[src/design/sla_pkg.sv]
// ----------------------------------------------------------------------------
// sla_pkg
// Shared types and constants for the serial line assembler: character codes,
// event codes, register map and the beat types passed between modules.
// ----------------------------------------------------------------------------
package sla_pkg;

   // line store depth default
   localparam int LINE_CHARS_DEF = 64;

   // field widths
   localparam int RX_W       = 8;
   localparam int CHAR_W     = 7;
   localparam int EVENT_W    = 3;
   localparam int LEN_W      = 7;
   localparam int CSR_ADDR_W = 4;
   localparam int CSR_DATA_W = 32;

   // register indexes (byte address / 4)
   localparam logic [1:0] REG_ECHO_ENABLE = 2'd0;
   localparam logic [1:0] REG_SEMI_ENDS   = 2'd1;
   localparam logic [1:0] REG_NL_ADDS_CR  = 2'd2;

   // event codes
   localparam logic [EVENT_W-1:0] EV_STORED      = 3'd0;
   localparam logic [EVENT_W-1:0] EV_ERASED      = 3'd1;
   localparam logic [EVENT_W-1:0] EV_ERASE_EMPTY = 3'd2;
   localparam logic [EVENT_W-1:0] EV_LINE_DONE   = 3'd3;
   localparam logic [EVENT_W-1:0] EV_OVERFLOW    = 3'd4;
   localparam logic [EVENT_W-1:0] EV_KILL        = 3'd5;
   localparam logic [EVENT_W-1:0] EV_PAUSE       = 3'd6;
   localparam logic [EVENT_W-1:0] EV_RESUME      = 3'd7;

   // character codes
   localparam logic [CHAR_W-1:0] CH_NUL  = 7'd0;
   localparam logic [CHAR_W-1:0] CH_ETX  = 7'd3;
   localparam logic [CHAR_W-1:0] CH_BS   = 7'd8;
   localparam logic [CHAR_W-1:0] CH_LF   = 7'd10;
   localparam logic [CHAR_W-1:0] CH_CR   = 7'd13;
   localparam logic [CHAR_W-1:0] CH_XON  = 7'd17;
   localparam logic [CHAR_W-1:0] CH_XOFF = 7'd19;
   localparam logic [CHAR_W-1:0] CH_CAN  = 7'd24;
   localparam logic [CHAR_W-1:0] CH_ESC  = 7'd27;
   localparam logic [CHAR_W-1:0] CH_SEMI = 7'd59;
   localparam logic [CHAR_W-1:0] CH_DEL  = 7'd127;

   // mode bits from the register file
   typedef struct packed {
      logic echo_enable;
      logic semicolon_ends_line;
      logic newline_adds_cr;
   } cfg_type;

   // one result beat
   typedef struct packed {
      logic [EVENT_W-1:0] event_res;
      logic               echo_valid;
      logic [CHAR_W-1:0]  echo_char;
      logic               echo_cr_follows;
      logic               line_valid;
      logic [CHAR_W-1:0]  line_char;
      logic [LEN_W-1:0]   line_length;
      logic               last;
   } rsp_type;

endpackage

[src/design/sla_ram.sv]
// ----------------------------------------------------------------------------
// sla_ram
// Generic single-write, single-read synchronous RAM with registered read data.
// ----------------------------------------------------------------------------
module sla_ram #(
   parameter int WIDTH = 8,
   parameter int DEPTH = 64
) (
   input  logic                     clock,
   input  logic                     wr_en,
   input  logic [$clog2(DEPTH)-1:0] wr_addr,
   input  logic [WIDTH-1:0]         wr_data,
   input  logic                     rd_en,
   input  logic [$clog2(DEPTH)-1:0] rd_addr,
   output logic [WIDTH-1:0]         rd_data
);

   logic [WIDTH-1:0] mem [DEPTH];
   logic [WIDTH-1:0] rd_data_ff;

   // write port
   always_ff @(posedge clock) begin
      if (wr_en) begin
         mem[wr_addr] <= wr_data;
      end
   end

   // registered read port, holds between reads
   always_ff @(posedge clock) begin
      if (rd_en) begin
         rd_data_ff <= mem[rd_addr];
      end
   end

   assign rd_data = rd_data_ff;

endmodule

[src/design/sla_csr.sv]
// ----------------------------------------------------------------------------
// sla_csr
// Register file for the three mode bits, written and read over the apb port.
// ----------------------------------------------------------------------------
module sla_csr (
   input  logic                           clock,
   input  logic                           reset,
   input  logic                           csr_psel,
   input  logic                           csr_penable,
   input  logic                           csr_pwrite,
   input  logic [sla_pkg::CSR_ADDR_W-1:0] csr_paddr,
   input  logic [sla_pkg::CSR_DATA_W-1:0] csr_pwdata,
   output logic [sla_pkg::CSR_DATA_W-1:0] csr_prdata,
   output logic                           csr_pready,
   output sla_pkg::cfg_type               cfg
);

   sla_pkg::cfg_type cfg_ff;
   sla_pkg::cfg_type cfg_in;
   logic             wr_beat;
   logic [1:0]       reg_idx;

   assign csr_pready = 1'b1;
   assign wr_beat    = csr_psel && csr_penable && csr_pwrite;
   assign reg_idx    = csr_paddr[3:2];

   // register writes, bit 0 only
   always_comb begin
      cfg_in = cfg_ff;
      if (wr_beat) begin
         unique case (reg_idx)
            sla_pkg::REG_ECHO_ENABLE: cfg_in.echo_enable         = csr_pwdata[0];
            sla_pkg::REG_SEMI_ENDS:   cfg_in.semicolon_ends_line = csr_pwdata[0];
            sla_pkg::REG_NL_ADDS_CR:  cfg_in.newline_adds_cr     = csr_pwdata[0];
            default:                  cfg_in = cfg_ff;
         endcase
      end
   end

   always_ff @(posedge clock) begin
      if (reset) begin
         cfg_ff <= '0;
      end else begin
         cfg_ff <= cfg_in;
      end
   end

   // read mux
   always_comb begin
      csr_prdata = '0;
      unique case (reg_idx)
         sla_pkg::REG_ECHO_ENABLE: csr_prdata[0] = cfg_ff.echo_enable;
         sla_pkg::REG_SEMI_ENDS:   csr_prdata[0] = cfg_ff.semicolon_ends_line;
         sla_pkg::REG_NL_ADDS_CR:  csr_prdata[0] = cfg_ff.newline_adds_cr;
         default:                  csr_prdata    = '0;
      endcase
   end

   assign cfg = cfg_ff;

endmodule

[src/design/sla_core.sv]
// ----------------------------------------------------------------------------
// sla_core
// Character classifier and line sequencer around the line store RAM. Stores
// and erases as a byte is taken; a line end replays the store char by char, in a read state then a wait state.
// ----------------------------------------------------------------------------
module sla_core #(
   parameter int LINE_CHARS = sla_pkg::LINE_CHARS_DEF
) (
   input  logic                       clock,
   input  logic                       reset,
   input  sla_pkg::cfg_type           cfg,
   input  logic                       req_valid,
   output logic                       req_ready,
   input  logic [sla_pkg::RX_W-1:0]   rx_byte,
   output logic                       rsp_valid,
   input  logic                       rsp_ready,
   output sla_pkg::rsp_type           rsp
);

   localparam int AW = (LINE_CHARS > 1) ? $clog2(LINE_CHARS) : 1;
   localparam int CW = $clog2(LINE_CHARS + 1);

   localparam logic [1:0] ST_IDLE = 2'd0;
   localparam logic [1:0] ST_READ = 2'd1;
   localparam logic [1:0] ST_WAIT = 2'd2;

   logic [1:0]                  state_ff, state_in;
   logic [CW-1:0]               count_ff, count_in;
   logic [CW-1:0]               len_ff, len_in;
   logic [AW-1:0]               idx_ff, idx_in;
   logic                        out_vld_ff, out_vld_in;
   sla_pkg::rsp_type            out_ff, out_in;

   logic [sla_pkg::CHAR_W-1:0]  c;
   logic                        slot_free;
   logic                        accept;
   logic                        is_eol, is_erase, is_kill, is_store;
   logic                        full;
   logic                        ram_wr, ram_rd;
   logic [sla_pkg::CHAR_W-1:0]  ram_q;
   logic                        run_last;

   assign c         = rx_byte[sla_pkg::CHAR_W-1:0];
   assign slot_free = !out_vld_ff || rsp_ready;
   assign req_ready = (state_ff == ST_IDLE) && slot_free;
   assign accept    = req_valid && req_ready;
   assign full      = (count_ff == CW'(LINE_CHARS));

   // classify the received character
   assign is_eol   = (c == sla_pkg::CH_NUL) || (c == sla_pkg::CH_LF) ||
                     (c == sla_pkg::CH_CR) ||
                     ((c == sla_pkg::CH_SEMI) && cfg.semicolon_ends_line);
   assign is_erase = (c == sla_pkg::CH_BS) || (c == sla_pkg::CH_DEL);
   assign is_kill  = (c == sla_pkg::CH_ETX) || (c == sla_pkg::CH_CAN) ||
                     (c == sla_pkg::CH_ESC);
   assign is_store = !is_eol && !is_erase && !is_kill &&
                     (c != sla_pkg::CH_XON) && (c != sla_pkg::CH_XOFF);

   // line store: written on a stored char, read only while replaying
   assign ram_wr   = accept && is_store && !full;
   assign ram_rd   = (state_ff == ST_READ);
   assign run_last = ((CW'(idx_ff) + CW'(1)) == len_ff);

   sla_ram #(
      .WIDTH (sla_pkg::CHAR_W),
      .DEPTH (LINE_CHARS)
   ) u_store (
      .clock   (clock),
      .wr_en   (ram_wr),
      .wr_addr (count_ff[AW-1:0]),
      .wr_data (c),
      .rd_en   (ram_rd),
      .rd_addr (idx_ff),
      .rd_data (ram_q)
   );

   // sequencer and result beat
   always_comb begin
      state_in   = state_ff;
      count_in   = count_ff;
      len_in     = len_ff;
      idx_in     = idx_ff;
      out_in     = out_ff;
      out_vld_in = out_vld_ff && !rsp_ready;

      unique case (state_ff)
         ST_IDLE: begin
            if (accept) begin
               out_in      = '0;
               out_in.last = 1'b1;
               priority if (is_eol) begin
                  count_in = '0;
                  if (count_ff == '0) begin
                     out_in.event_res       = sla_pkg::EV_LINE_DONE;
                     out_in.echo_valid      = cfg.echo_enable;
                     out_in.echo_char       = cfg.echo_enable ? sla_pkg::CH_LF : '0;
                     out_in.echo_cr_follows = cfg.echo_enable && cfg.newline_adds_cr;
                     out_vld_in             = 1'b1;
                  end else begin
                     len_in   = count_ff;
                     idx_in   = '0;
                     state_in = ST_READ;
                  end
               end else if (is_erase) begin
                  if (count_ff != '0) begin
                     count_in           = count_ff - CW'(1);
                     out_in.event_res   = sla_pkg::EV_ERASED;
                     out_in.echo_valid  = cfg.echo_enable;
                     out_in.echo_char   = cfg.echo_enable ? c : '0;
                     out_in.line_length = sla_pkg::LEN_W'(count_ff - CW'(1));
                  end else begin
                     out_in.event_res   = sla_pkg::EV_ERASE_EMPTY;
                  end
                  out_vld_in = 1'b1;
               end else if (is_kill) begin
                  out_in.event_res   = sla_pkg::EV_KILL;
                  out_in.line_length = sla_pkg::LEN_W'(count_ff);
                  out_vld_in         = 1'b1;
               end else if (c == sla_pkg::CH_XON) begin
                  out_in.event_res   = sla_pkg::EV_RESUME;
                  out_in.line_length = sla_pkg::LEN_W'(count_ff);
                  out_vld_in         = 1'b1;
               end else if (c == sla_pkg::CH_XOFF) begin
                  out_in.event_res   = sla_pkg::EV_PAUSE;
                  out_in.line_length = sla_pkg::LEN_W'(count_ff);
                  out_vld_in         = 1'b1;
               end else if (full) begin
                  out_in.event_res   = sla_pkg::EV_OVERFLOW;
                  out_in.line_length = sla_pkg::LEN_W'(count_ff);
                  out_vld_in         = 1'b1;
               end else begin
                  count_in           = count_ff + CW'(1);
                  out_in.event_res   = sla_pkg::EV_STORED;
                  out_in.echo_valid  = cfg.echo_enable;
                  out_in.echo_char   = cfg.echo_enable ? c : '0;
                  out_in.line_length = sla_pkg::LEN_W'(count_ff + CW'(1));
                  out_vld_in         = 1'b1;
               end
            end
         end
         ST_READ: begin
            state_in = ST_WAIT;
         end
         ST_WAIT: begin
            // read data is held in the ram output until the slot frees up
            if (slot_free) begin
               out_in                 = '0;
               out_in.event_res       = sla_pkg::EV_LINE_DONE;
               out_in.line_valid      = 1'b1;
               out_in.line_char       = ram_q;
               out_in.line_length     = sla_pkg::LEN_W'(len_ff);
               out_in.last            = run_last;
               if (idx_ff == '0) begin
                  out_in.echo_valid      = cfg.echo_enable;
                  out_in.echo_char       = cfg.echo_enable ? sla_pkg::CH_LF : '0;
                  out_in.echo_cr_follows = cfg.echo_enable && cfg.newline_adds_cr;
               end
               out_vld_in = 1'b1;
               idx_in     = idx_ff + AW'(1);
               state_in   = run_last ? ST_IDLE : ST_READ;
            end
         end
         default: begin
            state_in = ST_IDLE;
         end
      endcase
   end

   always_ff @(posedge clock) begin
      if (reset) begin
         state_ff   <= ST_IDLE;
         count_ff   <= '0;
         out_vld_ff <= 1'b0;
      end else begin
         state_ff   <= state_in;
         count_ff   <= count_in;
         out_vld_ff <= out_vld_in;
      end
   end

   always_ff @(posedge clock) begin
      len_ff <= len_in;
      idx_ff <= idx_in;
      out_ff <= out_in;
   end

   assign rsp_valid = out_vld_ff;
   assign rsp       = out_ff;

   // line count stays within the store
   a_count_range: assert property (@(posedge clock) disable iff (reset)
      count_ff <= CW'(LINE_CHARS))
      else $error("line count beyond store depth");

   // the count is cleared for the whole replay of a line
   a_count_clear_run: assert property (@(posedge clock) disable iff (reset)
      (state_ff != ST_IDLE) |-> (count_ff == '0))
      else $error("line count not cleared during replay");

   // replay index stays below the captured length
   a_idx_range: assert property (@(posedge clock) disable iff (reset)
      (state_ff != ST_IDLE) |-> (CW'(idx_ff) < len_ff))
      else $error("replay index past line length");

   // a finished run returns to idle
   a_run_end: assert property (@(posedge clock) disable iff (reset)
      ((state_ff == ST_WAIT) && slot_free && run_last) |=> (state_ff == ST_IDLE))
      else $error("sequencer did not return to idle after last char");

endmodule

[src/design/serial_line_assembler.sv]
// ----------------------------------------------------------------------------
// serial_line_assembler
// Line editor for a received serial stream: stores, erases and reports
// control characters, and replays a finished line one char per result beat.
// ----------------------------------------------------------------------------
// Usage:
//   req_* carries one received byte per beat (bit 7 ignored). rsp_* carries
//   result beats; rsp_tlast marks the final beat caused by one received byte.
//   csr_* sets echo, semicolon line end and cr after newline; write only idle.
// Latency and throughput:
//   A stored char, erase or control code gives one beat, visible the cycle
//   after it is taken; a new byte is taken every cycle while the receiver
//   keeps up. A line end with n stored chars gives n beats: each char is read
//   from the line store RAM, then loaded into the output register; the next
//   byte is taken after the last beat is loaded. An empty line gives one beat.
// Reset:
//   Clears the modes, the line count and the output valid flag. The line
//   store needs no clearing pass: only entries below the count are ever read.
// Receiver stall:
//   The result sits in the output register; the sequencer waits and the
//   input side stays not ready until the register frees up.
// ----------------------------------------------------------------------------
module serial_line_assembler #(
   parameter int LINE_CHARS = sla_pkg::LINE_CHARS_DEF
) (
   input  logic                           clock,
   input  logic                           reset,
   // input channel
   input  logic                           req_tvalid,
   output logic                           req_tready,
   input  logic [7:0]                     req_tdata,   // [7:0] rx_byte
   // result channel
   output logic                           rsp_tvalid,
   input  logic                           rsp_tready,
   output logic [23:0]                    rsp_tdata,   // [0] echo_valid, [7:1] echo_char,
                                                       // [8] echo_cr_follows, [9] line_valid,
                                                       // [16:10] line_char, [23:17] line_length
   output logic [2:0]                     rsp_tuser,   // [2:0] event_res
   output logic                           rsp_tlast,
   // configuration port
   input  logic                           csr_psel,
   input  logic                           csr_penable,
   input  logic                           csr_pwrite,
   input  logic [sla_pkg::CSR_ADDR_W-1:0] csr_paddr,
   input  logic [sla_pkg::CSR_DATA_W-1:0] csr_pwdata,
   output logic [sla_pkg::CSR_DATA_W-1:0] csr_prdata,
   output logic                           csr_pready
);

   sla_pkg::cfg_type cfg;
   sla_pkg::rsp_type rsp;

   sla_csr u_csr (
      .clock       (clock),
      .reset       (reset),
      .csr_psel    (csr_psel),
      .csr_penable (csr_penable),
      .csr_pwrite  (csr_pwrite),
      .csr_paddr   (csr_paddr),
      .csr_pwdata  (csr_pwdata),
      .csr_prdata  (csr_prdata),
      .csr_pready  (csr_pready),
      .cfg         (cfg)
   );

   sla_core #(
      .LINE_CHARS (LINE_CHARS)
   ) u_core (
      .clock     (clock),
      .reset     (reset),
      .cfg       (cfg),
      .req_valid (req_tvalid),
      .req_ready (req_tready),
      .rx_byte   (req_tdata),
      .rsp_valid (rsp_tvalid),
      .rsp_ready (rsp_tready),
      .rsp       (rsp)
   );

   // pack the result beat
   assign rsp_tdata = {rsp.line_length, rsp.line_char, rsp.line_valid,
                       rsp.echo_cr_follows, rsp.echo_char, rsp.echo_valid};
   assign rsp_tuser = rsp.event_res;
   assign rsp_tlast = rsp.last;

endmodule
[config.mk]
export PLATFORM = sky130hd
export DESIGN_NAME = serial_line_assembler
export DESIGN_NICKNAME = d
export VERILOG_FILES = /design/src/design/sla_pkg.sv /design/src/design/sla_ram.sv /design/src/design/sla_csr.sv /design/src/design/sla_core.sv /design/src/design/serial_line_assembler.sv
export SDC_FILE = /design/constraint.sdc
export NUM_CORES = 1
export LEC_CHECK = 0
export ABC_AREA = 1
export BUFFER_PORTS_ARGS = -buffer_cell sky130_fd_sc_hd__buf_2
export CAP_MARGIN = 20
export CORE_AREA = 2 2 252 254
export CTS_CLUSTER_DIAMETER = 200
export DETAILED_ROUTE_END_ITERATION = 10
export DIE_AREA = 0 0 254 256
export MAX_ROUTING_LAYER = met4
export PLACE_DENSITY_LB_ADDON = 0.08
export SETUP_SLACK_MARGIN = 0.3
export SLEW_MARGIN = 20
export SYNTH_ARGS = -nofsm -noshare
export SYNTH_HDL_FRONTEND = slang
export SYNTH_SLANG_ARGS = --single-unit
export TNS_END_PERCENT = 100
[constraint.sdc]
create_clock -name clock -period 6.9 [get_ports clock]
set_input_delay 1.38 -clock clock [delete_from_list [all_inputs] [get_ports clock]]
set_output_delay 1.38 -clock clock [all_outputs]
set_load 0.02 [all_outputs]
==> results.md <==
* Mux cell area share after synthesis at 0.0927%
* Switching fraction of total power at 22.6%
* Synth Area in Compound Gates at 7.91%
* CP Capture Type: flip-flop
* Clock root buffer: clkbuf_16
* Register bit total from synthesis at 509
* Synth top area cells: edfxtp_1 69%, nand2_1 6.7%, nor2_1 5.3%
* Clk sinks at 509
* CTS tree: done
* Cell Int Power at 5.01 mW
* Fraction of layout cells with a size suffix above 1 at 9.61%
* Post-Synth Simple-Gate Area at 16.4%
* Crit start category: primary input
* Core area at approximately 0.062 mm^2
* Final setup vio count at 0
* CP Max Fanout at 69
* CTS-repair resized insts at 0
* Hold_buf cts at 0
* Wire length per cell at about 22 um
* Clock Latency Late Sink at 0.61 ns
* Psw at 1.47 mW
* IO Count at 114
* Final hold vios at 0
* Max_cap viols at 0
* Max stage delay on crit path at 0.96 ns
* P&R area growth vs syn at 12.1%
* Area leader, netlist: edfxtp_1
* Skew final at about 0.013 ns
* Register area share after synthesis at a little over two thirds
* Synth top area share at 69.0%
* Final period util at 63.6%
* Vias/cell at 4.97
* Leak Pwr at around 8.4 nW
* Final design area excluding fillers at 0.0242 mm^2
* Chip height at 256 um
* Max Slew Vio Count at 0
* Main synth FF type: edfxtp_1
* Status: completed
* # port buffers at 47
* Fin crit period at about 4.4 ns
* Dpl hpwl at 36.9 mm
* Vias in the first global route at 14005
* Longest Clk Path Bufs at 3
* Pre-Repair DR Iteration Count at 7
* CTS Buf Count at 54
* Synth unique cells at 45
* Ant. Diodes at 0
* Total power at 6.47 mW
* Hold path cells at 0
* Combinational power share at 4.3%
* Fin nets at roughly 2000
* Post-Synth Adder-Cell Area at 0.232%
* GR Overflow Total at 0
* Final routed DRC violation total at 0
* Pwr dens at approximately 270 mW/mm^2
* Largest net degree at the start of global routing at 173
* Ys async rst share at 0%
* GRT Overall Usage at around a fifth
* FF-to-FF path depth at 11
* Starting density of the core at 34.6%
* WHS at 0.555 ns
* Die W at 254 um
* Cell mode on critical path: nand2_1
* CP arrival at 4.62 ns
* Worst hold path class: flip-flop to flip-flop
* Initial DRC Count at 1006
* Global-route wire length before repair at around 91 mm
* Final WL at 61.3 mm
* Die ar. at about 0.065 mm^2
* Standard-cell rows at slightly above 90
* Initial antenna violation count at 1
* Critical path, cell by cell: buf_2 -> buf_4 -> nor2_1 -> inv_1 -> o211ai_1 -> nand2_1 -> nand2_1 -> nor2_4 -> nand2_2 -> nor3_1
* Slew margin rel. at 30.1%
* Avg Inst Size Synth at ~11 um^2
* Setup tns final at 0 ns
* H-tree Lvls at 2
* Classification of the worst setup path: primary input to flip-flop
* Crit path required time at 7.13 ns
* Post-CTS setup buffer count at 0
* Unrepaired setup endpoints after global routing: no
* Slew @ Worst Pin at 1.04 ns
* XOR/XNOR Fraction of Synth Area at less than 1%
* Placed cell area at approximately 0.023 mm^2
* Number of fill cells at 6226
* Largest family of logic cells by synthesized area: simple AND/OR/NAND/NOR gates
* Final ANT Viol Nets at 0
* Post-Synthesis Cells at roughly 1900
* Clock share of power at a little over two fifths
* Max Clock Freq at between 0.2 and 0.25 GHz
* Via count at 14028
* Worst-path clk slew at ~0.060 ns
* Synthesized area at 0.0216 mm^2
* Sequential Power Share at about 53%
* CP max stage cell: nor3_1
* Yosys warns at 0
* Post-synth EDFFs at 496
* Maximum vdd drop at between 0.15 and 0.2 mV
* Gp weighted congestion at 0.813
-- synth_stat cells, types with 3 or more instances --
cell type  count
a21oi_1       67
o21ai_0      161
nor4_1         3
ha_1           4
buf_1          8
clkinv_1       5
inv_2          6
dfxtp_1       13
nand2_2        4
buf_6          3
o22ai_1       21
nand3_1       97
nor3_1        40
a31oi_1        7
buf_2         33
inv_1         64
buf_4         37
nand4_1        4
o211ai_1      42
clkbuf_1      49
nor2_1       302
edfxtp_1     496
xor2_1        10
xnor2_1        4
nand2_1      387
nor3_2         6
nor2_2         3
nand3_2        4
-- worst max-delay path: cells and delay by family --
family | cells | cell delay [ns]
and+or+nand+nor | 6 | 2.26
AOI/OAI and AO/OA | 1 | 0.09
buffers and inverters | 3 | 0.79
-- through the flow --
stage / worst slack [ns] / utilization, % / std cells
after global placement: 1.80 / 36.1 / 2722
after CTS: 2.41 / 38.8 / 2823
after floorplan: 3.29 / - / 1931
after global routing: 2.26 / 38.8 / 2823
final: 2.51 / 38.8 / 2823
after detailed placement: 1.77 / 36.1 / 2722
-- state kept, by name, indices dropped and copies added, names as in the netlist --
name                    flops
u_core.u_store.mem        448
u_core.rsp                 28
u_core.count_ff             7
u_core.len_ff               7
u_core.u_store.rd_data      7
u_core.idx_ff               6
u_csr.cfg                   3
u_core.state_ff             2
u_core.rsp_valid            1
-- per-layer routing --
layer	vias to the layer above	wire length, um	GRT usage [%]
li1	6671	-	-
met1	6946	27000	25.0
met2	322	29300	31.2
met3	89	2750	3.16
met4	0	2260	6.94
met5	-	0	-
-- cells in the final DEF (no fill, tap or decap), types with 12 or more instances in the layout --
| cell | n |
|---|---|
| o211ai_1 | 42 |
| dfxtp_1 | 13 |
| edfxtp_1 | 496 |
| conb_1 | 32 |
| o22ai_1 | 21 |
| clkbuf_16 | 55 |
| clkinv_2 | 12 |
| clkinv_1 | 18 |
| nand2_1 | 387 |
| nor2_1 | 301 |
| o21ai_0 | 161 |
| nand3_1 | 97 |
| a21oi_1 | 67 |
| nor3_1 | 38 |
| buf_4 | 28 |
| inv_1 | 62 |
| buf_2 | 47 |
-- cell type report --
type | instances | area, um^2 | area share, %
tap | 846 | 1060 | 4.37
sequential | 509 | 15200 | 62.6
multi-input combinational | 1215 | 5580 | 23.0
timing repair buffer | 76 | 465 | 1.92
clock inverter | 33 | 200 | 0.827
clock buffer | 68 | 1460 | 6.01
inverter | 76 | 293 | 1.21
-- power by group through the flow --
| stage | Combinational [mW] | Sequential (mW) | Clock (mW) |
|---|---|---|---|
| floorplan | 0.147 | 3.52 | 0 |
| global placement | 0.285 | 3.51 | 0 |
| detailed placement | 0.283 | 3.51 | 0 |
| CTS | 0.285 | 3.45 | 2.81 |
| global route | 0.305 | 3.45 | 2.93 |
| finish | 0.280 | 3.45 | 2.75 |
-- logic make-up after synthesis --
| logic type | Yosys count |
|---|---|
| AOI/OAI and AO/OA | 306 |
| xor gates and xnor gates | 14 |
| adders and majority gates | 4 |
| buffers and inverters | 207 |
| DFF | 509 |
| muxes | 2 |
| other | 2 |
| and+or+nand+nor | 857 |
-- final timing paths --
path                                         from  slack, ns                                  end
hold reg to reg   u_core.count_ff[6]$_SDFFE_PP0P_       0.56           u_core.len_ff[6]$_DFFE_PP_
hold / removal    u_core.count_ff[6]$_SDFFE_PP0P_       0.56           u_core.len_ff[6]$_DFFE_PP_
setup / recovery                     req_tdata[0]       2.51  u_core.u_store.mem[61][3]$_DFFE_PP_
setup reg to reg  u_core.count_ff[0]$_SDFFE_PP0P_       3.05  u_core.u_store.mem[61][3]$_DFFE_PP_
(Power assumes the default switching activity.)
